## src/design/tlbpt_pkg.sv

```systemverilog
// tlbpt_pkg: shared constants and control types of the page table translator
// used by the channel interfaces, the tlb, the lru list and the top level
package tlbpt_pkg;

  localparam int PAGE_COUNT_DEF  = 256;
  localparam int FRAME_COUNT_DEF = 128;
  localparam int TLB_ENTRIES_DEF = 16;
  localparam int PAGE_BYTES_DEF  = 256;

  localparam int VA_W    = 16;
  localparam int PA_W    = 15;
  localparam int EVP_W   = 8;
  localparam int CFG_IDX_W  = 2;
  localparam int CFG_DATA_W = 1;

  localparam logic [CFG_IDX_W-1:0] CFG_FRAME_POLICY = 2'd0;
  localparam logic [CFG_IDX_W-1:0] CFG_TLB_POLICY   = 2'd1;

  typedef struct packed {
    logic inval;
    logic insert;
    logic touch;
    logic lru_policy;
  } tlb_ctl_t;

  typedef struct packed {
    logic clr;
    logic rd;
    logic step_a;
    logic step_b;
  } lru_ctl_t;

endpackage

```

## src/design/tlbpt_lru_list.sv

```systemverilog
// tlbpt_lru_list: frame recency order as a doubly linked list in two memories
// depends on tlbpt_pkg for lru_ctl_t
module tlbpt_lru_list import tlbpt_pkg::*; #(
  parameter int FRAME_COUNT = FRAME_COUNT_DEF,
  parameter int FW = 7
) (
  input  logic          clk,
  input  logic          rst_n,
  input  lru_ctl_t      ctl,
  input  logic [FW-1:0] frame_i,
  output logic [FW-1:0] head_o
);
  logic [FW-1:0] nxt_mem [FRAME_COUNT];
  logic [FW-1:0] prv_mem [FRAME_COUNT];
  logic [FW-1:0] nx_q, pv_q;
  logic [FW-1:0] head_r, tail_r;
  logic          moving_r;
  logic          nxt_we, prv_we;
  logic [FW-1:0] nxt_wa, nxt_wd, prv_wa, prv_wd;

  assign head_o = head_r;

  always_comb begin
    nxt_we = 1'b0; nxt_wa = frame_i; nxt_wd = frame_i + 1'b1;
    prv_we = 1'b0; prv_wa = frame_i; prv_wd = frame_i - 1'b1;
    if (ctl.clr) begin
      nxt_we = 1'b1;
      prv_we = 1'b1;
    end else if (ctl.step_a) begin
      // unlink the frame unless it already is the most recent
      if (frame_i != tail_r) begin
        nxt_we = (frame_i != head_r);
        nxt_wa = pv_q;
        nxt_wd = nx_q;
        prv_we = 1'b1;
        prv_wa = nx_q;
        prv_wd = pv_q;
      end
    end else if (ctl.step_b) begin
      nxt_we = moving_r;
      nxt_wa = tail_r;
      nxt_wd = frame_i;
      prv_we = moving_r;
      prv_wa = frame_i;
      prv_wd = tail_r;
    end
  end

  always_ff @(posedge clk) begin
    if (nxt_we) nxt_mem[nxt_wa] <= nxt_wd;
    if (ctl.rd) nx_q <= nxt_mem[frame_i];
  end

  always_ff @(posedge clk) begin
    if (prv_we) prv_mem[prv_wa] <= prv_wd;
    if (ctl.rd) pv_q <= prv_mem[frame_i];
  end

  always_ff @(posedge clk) begin
    if (!rst_n) begin
      head_r <= '0;
      tail_r <= FW'(FRAME_COUNT - 1);
      moving_r <= 1'b0;
    end else if (ctl.step_a) begin
      moving_r <= (frame_i != tail_r);
      if (frame_i != tail_r && frame_i == head_r) head_r <= nx_q;
    end else if (ctl.step_b && moving_r) begin
      tail_r <= frame_i;
    end
  end

endmodule

```

## config.mk

```make
export PLATFORM = sky130hd
export DESIGN_NAME = tlbpt_lru_list
export DESIGN_NICKNAME = d
export VERILOG_FILES = /design/src/design/tlbpt_pkg.sv /design/src/design/tlbpt_lru_list.sv
export SDC_FILE = /design/constraint.sdc
export NUM_CORES = 2
export LEC_CHECK = 0
export BUFFER_PORTS_ARGS = -buffer_cell sky130_fd_sc_hd__buf_4
export CORE_MARGIN = 5
export CORE_UTILIZATION = 60
export CTS_CLUSTER_DIAMETER = 40
export DETAILED_ROUTE_END_ITERATION = 12
export GPL_ROUTABILITY_DRIVEN = 1
export PLACE_DENSITY = 0.76
export SYNTH_ARGS = -nofsm -noshare
export SYNTH_HDL_FRONTEND = slang
export SYNTH_SLANG_ARGS = --single-unit
export TNS_END_PERCENT = 50
```

## constraint.sdc

```tcl
create_clock -name clk -period 28.6 [get_ports clk]
set_clock_uncertainty 0.2 [all_clocks]
set_input_delay 5.72 -clock clk [delete_from_list [all_inputs] [get_ports clk]]
set_output_delay 5.72 -clock clk [all_outputs]
set_load 0.01 [all_outputs]
```

==> results.py <==
metrics = {
    "routing": {
        "wl_per_cell_um": 33.1,
        "drt_iter0_drc": 6025,
        "routed_wl_mm": 184,
        "dr.pass1.iters": 8,
        "num_vias": 39100,
        "drc": 0,
        "ant_nets": 0,
        "vias_per_cell": 7.01,
    },
    "synthesis": {
        "synth_compound_area_share_pct": 3.15,
        "syn-num-nets": 3740,
        "synth_top_area_cell": "edfxtp_1",
        "yosysSeqAreaShare_pct": 75.0,
        "yosys_warnings": 0,
        "synth-simple-area-share_pct": 4.74,
        "synthMuxAreaShare_pct": 15.1,
        "ys.flop_type": "edfxtp_1",
        "synth.ff_latch_count": 1821,
        "avgSynthCellArea_um2": 19.5,
        "synth-xor-area-share_pct": 0.289,
        "synth_fa_ha_area_share_pct": 0.0344,
        "synth_area_leaders": "edfxtp_1 (75%), mux4_2 (13%), mux2i_1 (1.5%), nand2_1 (1.2%), nor2_1 (1.0%)",
        "syn-cell-area_um2": 72700,
        "synth_top_family_by_area": "multiplexers",
        "syn_inst": 3725,
        "synth_edf_count": 1806,
        "yosysUniqueCellTypes": 72,
        "synth_top_area_share_pct": 74.6,
        "synthArstFlopShare_pct": 0,
    },
    "timing": {
        "setup_tns_ps": 0,
        "min_period_over_period_pct": 35.2,
        "rsz0062_at_grt": "no",
        "relSlewSlack_pct": 4.59,
        "fmax_mhz": 99.4,
        "period_minus_slack_ps": 10060,
        "slew_violations": 0,
        "max_slew.worst_pin.slew_ps": 1420,
        "setup_viol_count_final": 0,
        "final-hold-violation-count": 0,
        "fin_ws_ps": 18540,
    },
    "floorplan": {
        "die_area_um2": 128000,
        "die_w_um": 358,
        "ioPinCount": 20,
        "die_y_um": 358,
        "design.core.area_um2": 120000,
        "start_util_pct": 60.5,
        "fp-row-count": 127,
    },
    "place": {
        "gp_congestion": 0.916,
        "dp_hpwl_mm": 108,
        "place_inst": 5238,
        "pre_cts_slack_ps": 17950,
        "io_buffers": 19,
    },
    "power_and_ir_drop": {
        "max-vdd-ir-drop_mv": 0.0493,
        "power_density_nw_per_um2": 71.3,
        "p_leak_nw": 25.3,
    },
    "clock_tree": {
        "cts_max_level": 4,
        "clock_path_buffers": 3,
        "cts_buffers": 182,
        "clock-sinks": 1821,
        "cts_tree": "done",
        "hold_buffers": 0,
        "root_buffer": "clkbuf_16",
        "clk_pin_slew_ps": 60,
        "clock_latency_ps": 810,
        "cts_resized": 0,
        "postCtsSetupRepairBufs": 0,
    },
    "cells_and_area": {
        "final_cells": 5580,
        "finalNetCount": 3825,
        "area_growth_pct": 11.2,
        "utilization_pct": 67.3,
        "drive_gt1_share_pct": 23.0,
    },
    "global_route": {
        "globalRouteTotalUtil_pct": 29.3,
        "grt_overflow": 0,
        "antenna_found_initial": 7,
        "grt_start_max_net_pins": 113,
        "grt_pass1_wl_mm": 269,
        "grt_pass1_vias": 38800,
    },
    "setup_path": {
        "crit_arrival_ps": 10380,
        "crit_slowest_cell": "nor4_1",
        "critical_path_required_ps": 28920,
        "path_class": "input port to flop",
        "crit_fanout": 61,
        "crit_chain": "buf_8 > xnor2_1 > and4_1 > a21o_1 > o221ai_2 > or2_1 > buf_4 > nor4_1 > buf_4",
        "cp_common_cell": "buf_4",
        "start_kind": "input port",
        "endpoint_kind": "flop",
        "cp_slowest_stage_delay_ps": 1200,
    },
    "hold_path": {
        "hold_path_class": "flop to flop",
    },
    "outcome": {
        "run_status": "complete, no violations",
    },
    "flow_run": {
        "cap_violations": 0,
    },
}
-- final cells by class --
class / instances / area [um^2]
Inverter: 12 / 47.5
Sequential cell: 1821 / 54500
Fill cell: 7446 / 39300
Tap cell: 1612 / 2020
Clock buffer: 221 / 4780
Multi-Input combinational cell: 1647 / 17200
Timing Repair Buffer: 146 / 1140
Clock inverter: 118 / 1120
Antenna cell: 3 / 7.51
-- state kept, by name, indices dropped and copies added (netlist names) --
signal	flops
head_o	7
moving_r	1
nx_q	7
nxt_mem	896
prv_mem	896
pv_q	7
tail_r	7
-- kinds of logic after synthesis --
kind of cell / Yosys count
AOI/OAI and AO/OA: 328
DFF: 1821
muxes: 555
xor gates and xnor gates: 24
and+or+nand+nor: 738
adders and majority gates: 2
buffers and inverters: 257
-- power by group --
group          leakage, nW  switching [mW]  internal (mW)  total, mW
logic                 6.09           0.299          0.109      0.408
registers             16.4          0.0109           3.01       3.02
clock network         2.84            1.01           1.32       2.34
total                 25.3            1.32           4.44       5.77
-- cell usage in the layout (no fill, tap or decap), types with 38 or more instances in the layout --
cell type	count
a21oi_1	46
a22oi_1	40
buf_4	141
clkbuf_16	185
edfxtp_1	1806
mux2i_1	107
mux4_2	431
nand2_1	230
nand3_1	45
nor2_1	196
nor3_1	93
nor4_1	52
o21ai_0	38
-- routing by layer --
layer  up-vias  wire, um  GRT usage, %
met5         -        39             0
met4         6      8430          12.3
met3       521     24900          7.98
met2      3010     84300          43.2
met1     20000     66700          42.3
li1      15600         -             -
-- worst paths after layout --
path / cells after the start / startpoint / slack, ps / end
setup / recovery: 9 / frame_i[2] / 18540 / nxt_mem[102][0]
hold / removal: 2 / tail_r[6] / 350 / tail_r[6]
setup reg to reg: 8 / tail_r[5] / 23480 / nxt_mem[102][0]
hold reg to reg: 2 / tail_r[6] / 350 / tail_r[6]
-- worst max-delay path, delay by kind of cell --
kind                      cells  cell delay (ps)
xor gates and xnor gates      1              210
AOI/OAI and AO/OA             2             1290
and+or+nand+nor               3             2060
buffers and inverters         3              970
-- per-stage QoR --
step	area [um^2]	power [mW]	hold slack (ps)
after floorplan	72700	3.33	299
after global placement	74900	3.46	318
after detailed placement	75000	3.48	334
after CTS	80900	5.77	341
after global routing	80900	5.92	353
final	80900	5.77	350
-- cells in the mapped netlist, drive strengths merged, types with 27 or more instances --
cell / instances
nor2b: 27
nor3: 93
nor2: 197
edfxtp: 1806
a22oi: 41
nand3: 45
a21oi: 53
clkbuf: 74
nor4: 62
a31oi: 36
o21ai: 50
o22ai: 28
nand2: 232
mux2i: 107
buf: 171
and3: 34
mux4: 431
Note: power is estimated with default switching activity, not from simulation.
