**src/design/tlbpt_pkg.sv**
```systemverilog
// tlbpt_pkg: shared constants and control types of the page table translator
// used by the channel interfaces, the tlb, the lru list and the top level
package tlbpt_pkg;

  localparam int PAGE_COUNT_DEF  = 256;
  localparam int FRAME_COUNT_DEF = 128;
  localparam int TLB_ENTRIES_DEF = 16;
  localparam int PAGE_BYTES_DEF  = 256;

  localparam int VA_W    = 16;
  localparam int PA_W    = 15;
  localparam int EVP_W   = 8;
  localparam int CFG_IDX_W  = 2;
  localparam int CFG_DATA_W = 1;

  localparam logic [CFG_IDX_W-1:0] CFG_FRAME_POLICY = 2'd0;
  localparam logic [CFG_IDX_W-1:0] CFG_TLB_POLICY   = 2'd1;

  typedef struct packed {
    logic inval;
    logic insert;
    logic touch;
    logic lru_policy;
  } tlb_ctl_t;

  typedef struct packed {
    logic clr;
    logic rd;
    logic step_a;
    logic step_b;
  } lru_ctl_t;

endpackage

```
**src/design/tlbpt_tlb.sv**
```systemverilog
// tlbpt_tlb: fully associative tlb with fifo pointer and recency order
// depends on tlbpt_pkg for tlb_ctl_t
module tlbpt_tlb import tlbpt_pkg::*; #(
  parameter int TLB_ENTRIES = TLB_ENTRIES_DEF,
  parameter int PW = 8,
  parameter int FW = 7
) (
  input  logic                           clk,
  input  logic                           rst_n,
  input  tlb_ctl_t                       ctl,
  input  logic [PW-1:0]                  page_i,
  input  logic [FW-1:0]                  frame_i,
  input  logic [PW-1:0]                  inval_page_i,
  input  logic [$clog2(TLB_ENTRIES)-1:0] slot_i,
  output logic                           hit_o,
  output logic [$clog2(TLB_ENTRIES)-1:0] hit_slot_o,
  output logic [FW-1:0]                  hit_frame_o,
  output logic [$clog2(TLB_ENTRIES)-1:0] ins_slot_o
);
  localparam int TW = $clog2(TLB_ENTRIES);

  logic [TLB_ENTRIES-1:0] vld_r;
  logic [PW-1:0]          pg_r  [TLB_ENTRIES];
  logic [FW-1:0]          fr_r  [TLB_ENTRIES];
  logic [TW-1:0]          rec_r [TLB_ENTRIES];
  logic [TW-1:0]          rec_nxt [TLB_ENTRIES];
  logic [TW-1:0]          fifo_r;

  always_comb begin
    hit_o = 1'b0;
    hit_slot_o = '0;
    hit_frame_o = '0;
    for (int i = TLB_ENTRIES - 1; i >= 0; i--) begin
      if (vld_r[i] && pg_r[i] == page_i) begin
        hit_o = 1'b1;
        hit_slot_o = TW'(i);
        hit_frame_o = fr_r[i];
      end
    end
  end

  assign ins_slot_o = ctl.lru_policy ? rec_r[0] : fifo_r;

  // move the touched slot to the most recent end
  always_comb begin
    logic seen;
    seen = 1'b0;
    for (int i = 0; i < TLB_ENTRIES; i++) begin
      seen = seen | (rec_r[i] == slot_i);
      if (i == TLB_ENTRIES - 1) rec_nxt[i] = slot_i;
      else if (seen) rec_nxt[i] = rec_r[i + 1];
      else rec_nxt[i] = rec_r[i];
    end
  end

  always_ff @(posedge clk) begin
    if (!rst_n) begin
      vld_r <= '0;
      fifo_r <= '0;
      for (int i = 0; i < TLB_ENTRIES; i++) rec_r[i] <= TW'(i);
    end else begin
      if (ctl.inval) begin
        for (int i = 0; i < TLB_ENTRIES; i++) begin
          if (vld_r[i] && pg_r[i] == inval_page_i) vld_r[i] <= 1'b0;
        end
      end
      if (ctl.insert) begin
        vld_r[ins_slot_o] <= 1'b1;
        if (!ctl.lru_policy) begin
          fifo_r <= (fifo_r == TW'(TLB_ENTRIES - 1)) ? '0 : fifo_r + 1'b1;
        end
      end
      if (ctl.touch) rec_r <= rec_nxt;
    end
  end

  always_ff @(posedge clk) begin
    if (ctl.insert) begin
      pg_r[ins_slot_o] <= page_i;
      fr_r[ins_slot_o] <= frame_i;
    end
  end

endmodule

```
**config.mk**
```make
export PLATFORM = sky130hd
export DESIGN_NAME = tlbpt_tlb
export DESIGN_NICKNAME = d
export VERILOG_FILES = /design/src/design/tlbpt_pkg.sv /design/src/design/tlbpt_tlb.sv
export SDC_FILE = /design/constraint.sdc
export NUM_CORES = 1
export LEC_CHECK = 0
export ABC_AREA = 1
export BUFFER_PORTS_ARGS = -buffer_cell sky130_fd_sc_hd__buf_2
export CAP_MARGIN = 20
export CORE_MARGIN = 2
export CORE_UTILIZATION = 31
export DETAILED_ROUTE_END_ITERATION = 10
export PLACE_DENSITY = 0.51
export SLEW_MARGIN = 20
export SYNTH_ARGS = -nofsm -noshare
export SYNTH_HDL_FRONTEND = slang
export SYNTH_SLANG_ARGS = --single-unit
```
**constraint.sdc**
```tcl
create_clock -name clk -period 4 [get_ports clk]
set_clock_uncertainty 0.2 [all_clocks]
set_input_delay 0.6 -clock clk [delete_from_list [all_inputs] [get_ports clk]]
set_output_delay 0.6 -clock clk [all_outputs]
set_load 0.1 [all_outputs]
```
==> key figures <==
Clock tree
  – Clock latency on the worst-skew pair: 0.55 ns
  – Reg clk slew, reported paths: 0.06 ns
  – CTS sink count: 324
  – CTS tree: done
  – Clock Tree Root: clkbuf_16
  – Max Root-Sink Buffers: 3
  – CTS Buf Count: 37
  – Hold buffers post-CTS: 0
  – CTS HTree Levels: 2

Pwr
  – P_sw: 0.00213 W
  – Reg power frac: approximately half
  – Power Density: 424 mW/mm^2
  – Lkg Pwr: 7.33 nW
  – P_int: 0.00595 W
  – Net Sw Frac: 26.4%
  – Clock Power Share: about 40%
  – Combinational power share: 12.2%
  – Peak supply drop: 0.413 mV

Setup path
  – CP Launch Type: primary input
  – Critical-path maximum fanout: 12
  – CP cell instances: clkbuf_4 -> inv_2 -> nand2_1 -> nand2_1 -> nor2_2 -> nand3_4 -> nor2_4 -> nand2_1 -> nand2_1 -> nand2_1 -> a21oi_2 -> o21ai_1 -> nand2_1 -> nand2_1 -> nand2_1 -> nand2_1 -> nand2_1 -> nand2_1 -> a21oi_2 -> buf_12
  – Critical Path AT: 2.99 ns
  – Worst setup EP type: output pin
  – Top delay family on crit path: simple AND/OR/NAND/NOR gates
  – CP bufs+invs: 3
  – Top cell by count, worst path: nand2_1
  – Crit Path Class: in2out
  – CP max-delay cell: clkbuf_4
  – Crit path largest cell delay: 0.27 ns
  – Worst path required time: 3.20 ns

Die
  – Initial Util: around 31%
  – Die H: 234 um
  – Core Region: 0.0526 mm^2
  – Die area: 0.0550 mm^2
  – Die Width: about 230 um
  – IO Pins: 49
  – Standard-cell row count: 84

Synth
  – Synth cell types: slightly above 60
  – Synth async-reset ratio: 0%
  – Ys flop type: edfxtp_1
  – Synth Instances: 1794
  – EDFF count, synth: 240
  – Ys Warns: 0
  – Flops & latches, synth: 324
  – Post-synthesis sequential area ratio: 54.0%
  – Syn Nets: around 1.8k
  – Post-synthesis cell area: roughly 0.016 mm^2
  – Syn avg cell area: 9.18 um^2

STA
  – Final Hold Viols: 0
  – Final worst setup slack: 0.212 ns
  – Final setup viols: 0
  – Max_slew headroom: between 20% and 30%
  – Tcrit/Tclk final: roughly 95%
  – Fmax: 264 MHz
  – Slew @ Worst Pin: 1.12 ns
  – Max-slew violation count: 0
  – Final min period: 3.79 ns
  – Final hold slack: just under 0.2 ns

Final layout
  – Final #Nets: between 1.5k and 2k
  – Post-Layout Cell Count: between 2k and 3k
  – Antenna cells: 0
  – Area Growth Syn to Fin: 16.0%
  – Ratio of cells with drive above 1 in the final layout: 13.2%
  – Fillers: 5313
  – Fin util: 36.3%

Route
  – Via Count: 12.9k
  – 1st-iter DRT viols: 1059
  – Drc violations: 0
  – Antenna-violating nets left: 0
  – First drt pass iteration count: 5
  – Vias per cell: about 5
  – WL final: between 40 and 50 mm
  – Post-DR wirelength/cell: roughly 19 um

Placed design
  – Pre-CTS WS: 0.154 ns
  – DP HPWL: 31.3 mm
  – PortBufs: 48
  – Placer Congestion: 0.828
  – Cells after DPL: between 2k and 3k

GRT
  – Met2 Use GR: 29.4%
  – First-pass GRT wire length: 73.3 mm
  – Global route hottest layer: met2
  – Global Route Usage Sum: between 10% and 20%
  – Largest net degree at the start of global routing: 67
  – Global routing usage on met1: 22.8%
  – Vias in the first global route: 12.6k
  – Initial antenna violation count: 3
  – Gr ovfl total: 0
  – Met3 Use GR: roughly 3.3%

Worst hold path
  – HP Class: in2reg

Flow run
  – Max cap viols: 0

Status
  – Status: completed
[flip-flops by register name, indices dropped and copies added, names as in the netlist]
register / flops
pg_r: 128
fr_r: 112
rec_r: 64
vld_r: 16
fifo_r: 4
[cells in the mapped netlist (all sizes together) (4+ instances only)]
master,count,area share (%)
clkbuf,28,0.64
dfxtp,84,10
a221oi,6,0.40
nand3b,4,0.18
xnor2,98,5.2
o211ai,15,0.68
a21oi,68,2.2
nor2,239,5.8
o2111ai,16,0.85
edfxtp,240,44
buf,39,1.9
xor2,39,2.1
o21a,4,0.18
a211oi,13,0.74
clkinv,4,0.091
or2,26,0.99
nor4,11,0.51
nand2,406,9.5
a2111oi,4,0.21
o21ai,80,2.5
inv,166,3.8
nand4,34,1.4
nor3,22,0.73
nand3,90,2.9
o41ai,10,0.53
o22ai,29,1.1
[cell type report]
type / instances / area (um^2) / share of cell area, %
clock inverter: 10 / 52.6 / 0.275
timing repair buffer: 104 / 980 / 5.13
sequential: 324 / 8890 / 46.6
clock buffer: 57 / 1060 / 5.57
multi-input combinational: 1234 / 6590 / 34.5
inverter: 170 / 651 / 3.41
tap: 688 / 861 / 4.51
[what timing repair did]
action | 4_1_cts | 5_1_grt
endpoints found under the setup margin | 0 | 8
setup buffers | 0 | 3
resized for setup | 0 | 19
[path summary, 6_finish.rpt]
path	startpoint	endpoint	slack [ns]	cells past startpoint
worst max-delay path	page_i[6]	hit_slot_o[0]	0.21	20
worst min-delay path	ctl[2]	fifo_r[0]$_SDFFE_PN0P_	0.20	3
worst max register to register	fifo_r[2]$_SDFFE_PN0P_	pg_r[2][4]$_DFFE_PP_	1.44	6
worst min register to register	rec_r[1]$_SDFFE_PN1P_	rec_r[5]$_SDFFE_PN1P_	0.25	2
[worst register-to-register path: stages (launching register included)]
cell	delay, ns
dfxtp_1	0.32
o21ai_0	0.41
inv_1	0.21
nor2_1	0.14
inv_1	0.08
nor2_1	0.58
buf_4	0.32
[cell families (layout without fill, tap and decap cells)]
kind of cell	Yosys count	in the layout	share of synthesized area [%]
DFF	324	324	54.0
AOI/OAI and AO/OA	258	258	9.97
xor gates and xnor gates	137	137	7.29
buffers and inverters	237	341	6.45
adders and majority gates	1	1	0.0760
and+or+nand+nor	837	838	22.2
[per-layer routing]
| metal | up-vias | share of wire, % |
|---|---|---|
| met5 | - | 0.083 |
| met4 | 6 | 3.0 |
| met3 | 99 | 6.0 |
| met2 | 392 | 47 |
| met1 | 6203 | 44 |
| li1 | 6229 | - |
[cells in the final DEF (no fill, tap or decap), drive strengths merged, types with 2 or more instances in the layout]
cell,synthesis,routed
nor2,239,240
edfxtp,240,240
nand3,90,90
nand3b,4,4
or2,26,26
clkinv,4,12
and3,2,2
o21ai,80,80
buf,39,101
a31oi,2,2
xor2,39,39
a21oi,68,68
o21a,4,4
o22ai,29,29
a211o,3,3
o221ai,2,2
clkbuf,28,60
o211ai,15,15
dfxtp,84,84
nor3,22,22
o2111ai,16,16
a221oi,6,6
nor4,11,11
a21boi,2,2
inv,166,167
nor3b,2,2
nand4,34,34
o41ai,10,10
a211oi,13,13
nand2,406,406
a2111oi,4,4
xnor2,98,98
[power by group through the flow]
stage	clock [W]	sequential (W)	combinational (W)
global route	0.00343	0.00393	0.00111
floorplan	0	0.00394	0.000710
detailed placement	0	0.00398	0.000978
global placement	0	0.00398	0.000968
finish	0.00319	0.00391	0.000985
CTS	0.00328	0.00391	0.000983
[per-stage QoR]
step / total power, W / instance area [um^2] / TNS [ns]
4_1_cts: 0.00817 / 19000 / 0
6_report: 0.00809 / 19100 / 0
5_1_grt: 0.00847 / 19100 / -0.0212
2_1_floorplan: 0.00465 / 16500 / 0
3_3_place_gp: 0.00494 / 17800 / 0
3_5_place_dp: 0.00496 / 17800 / 0
Note: power is estimated with default switching activity, not from simulation.
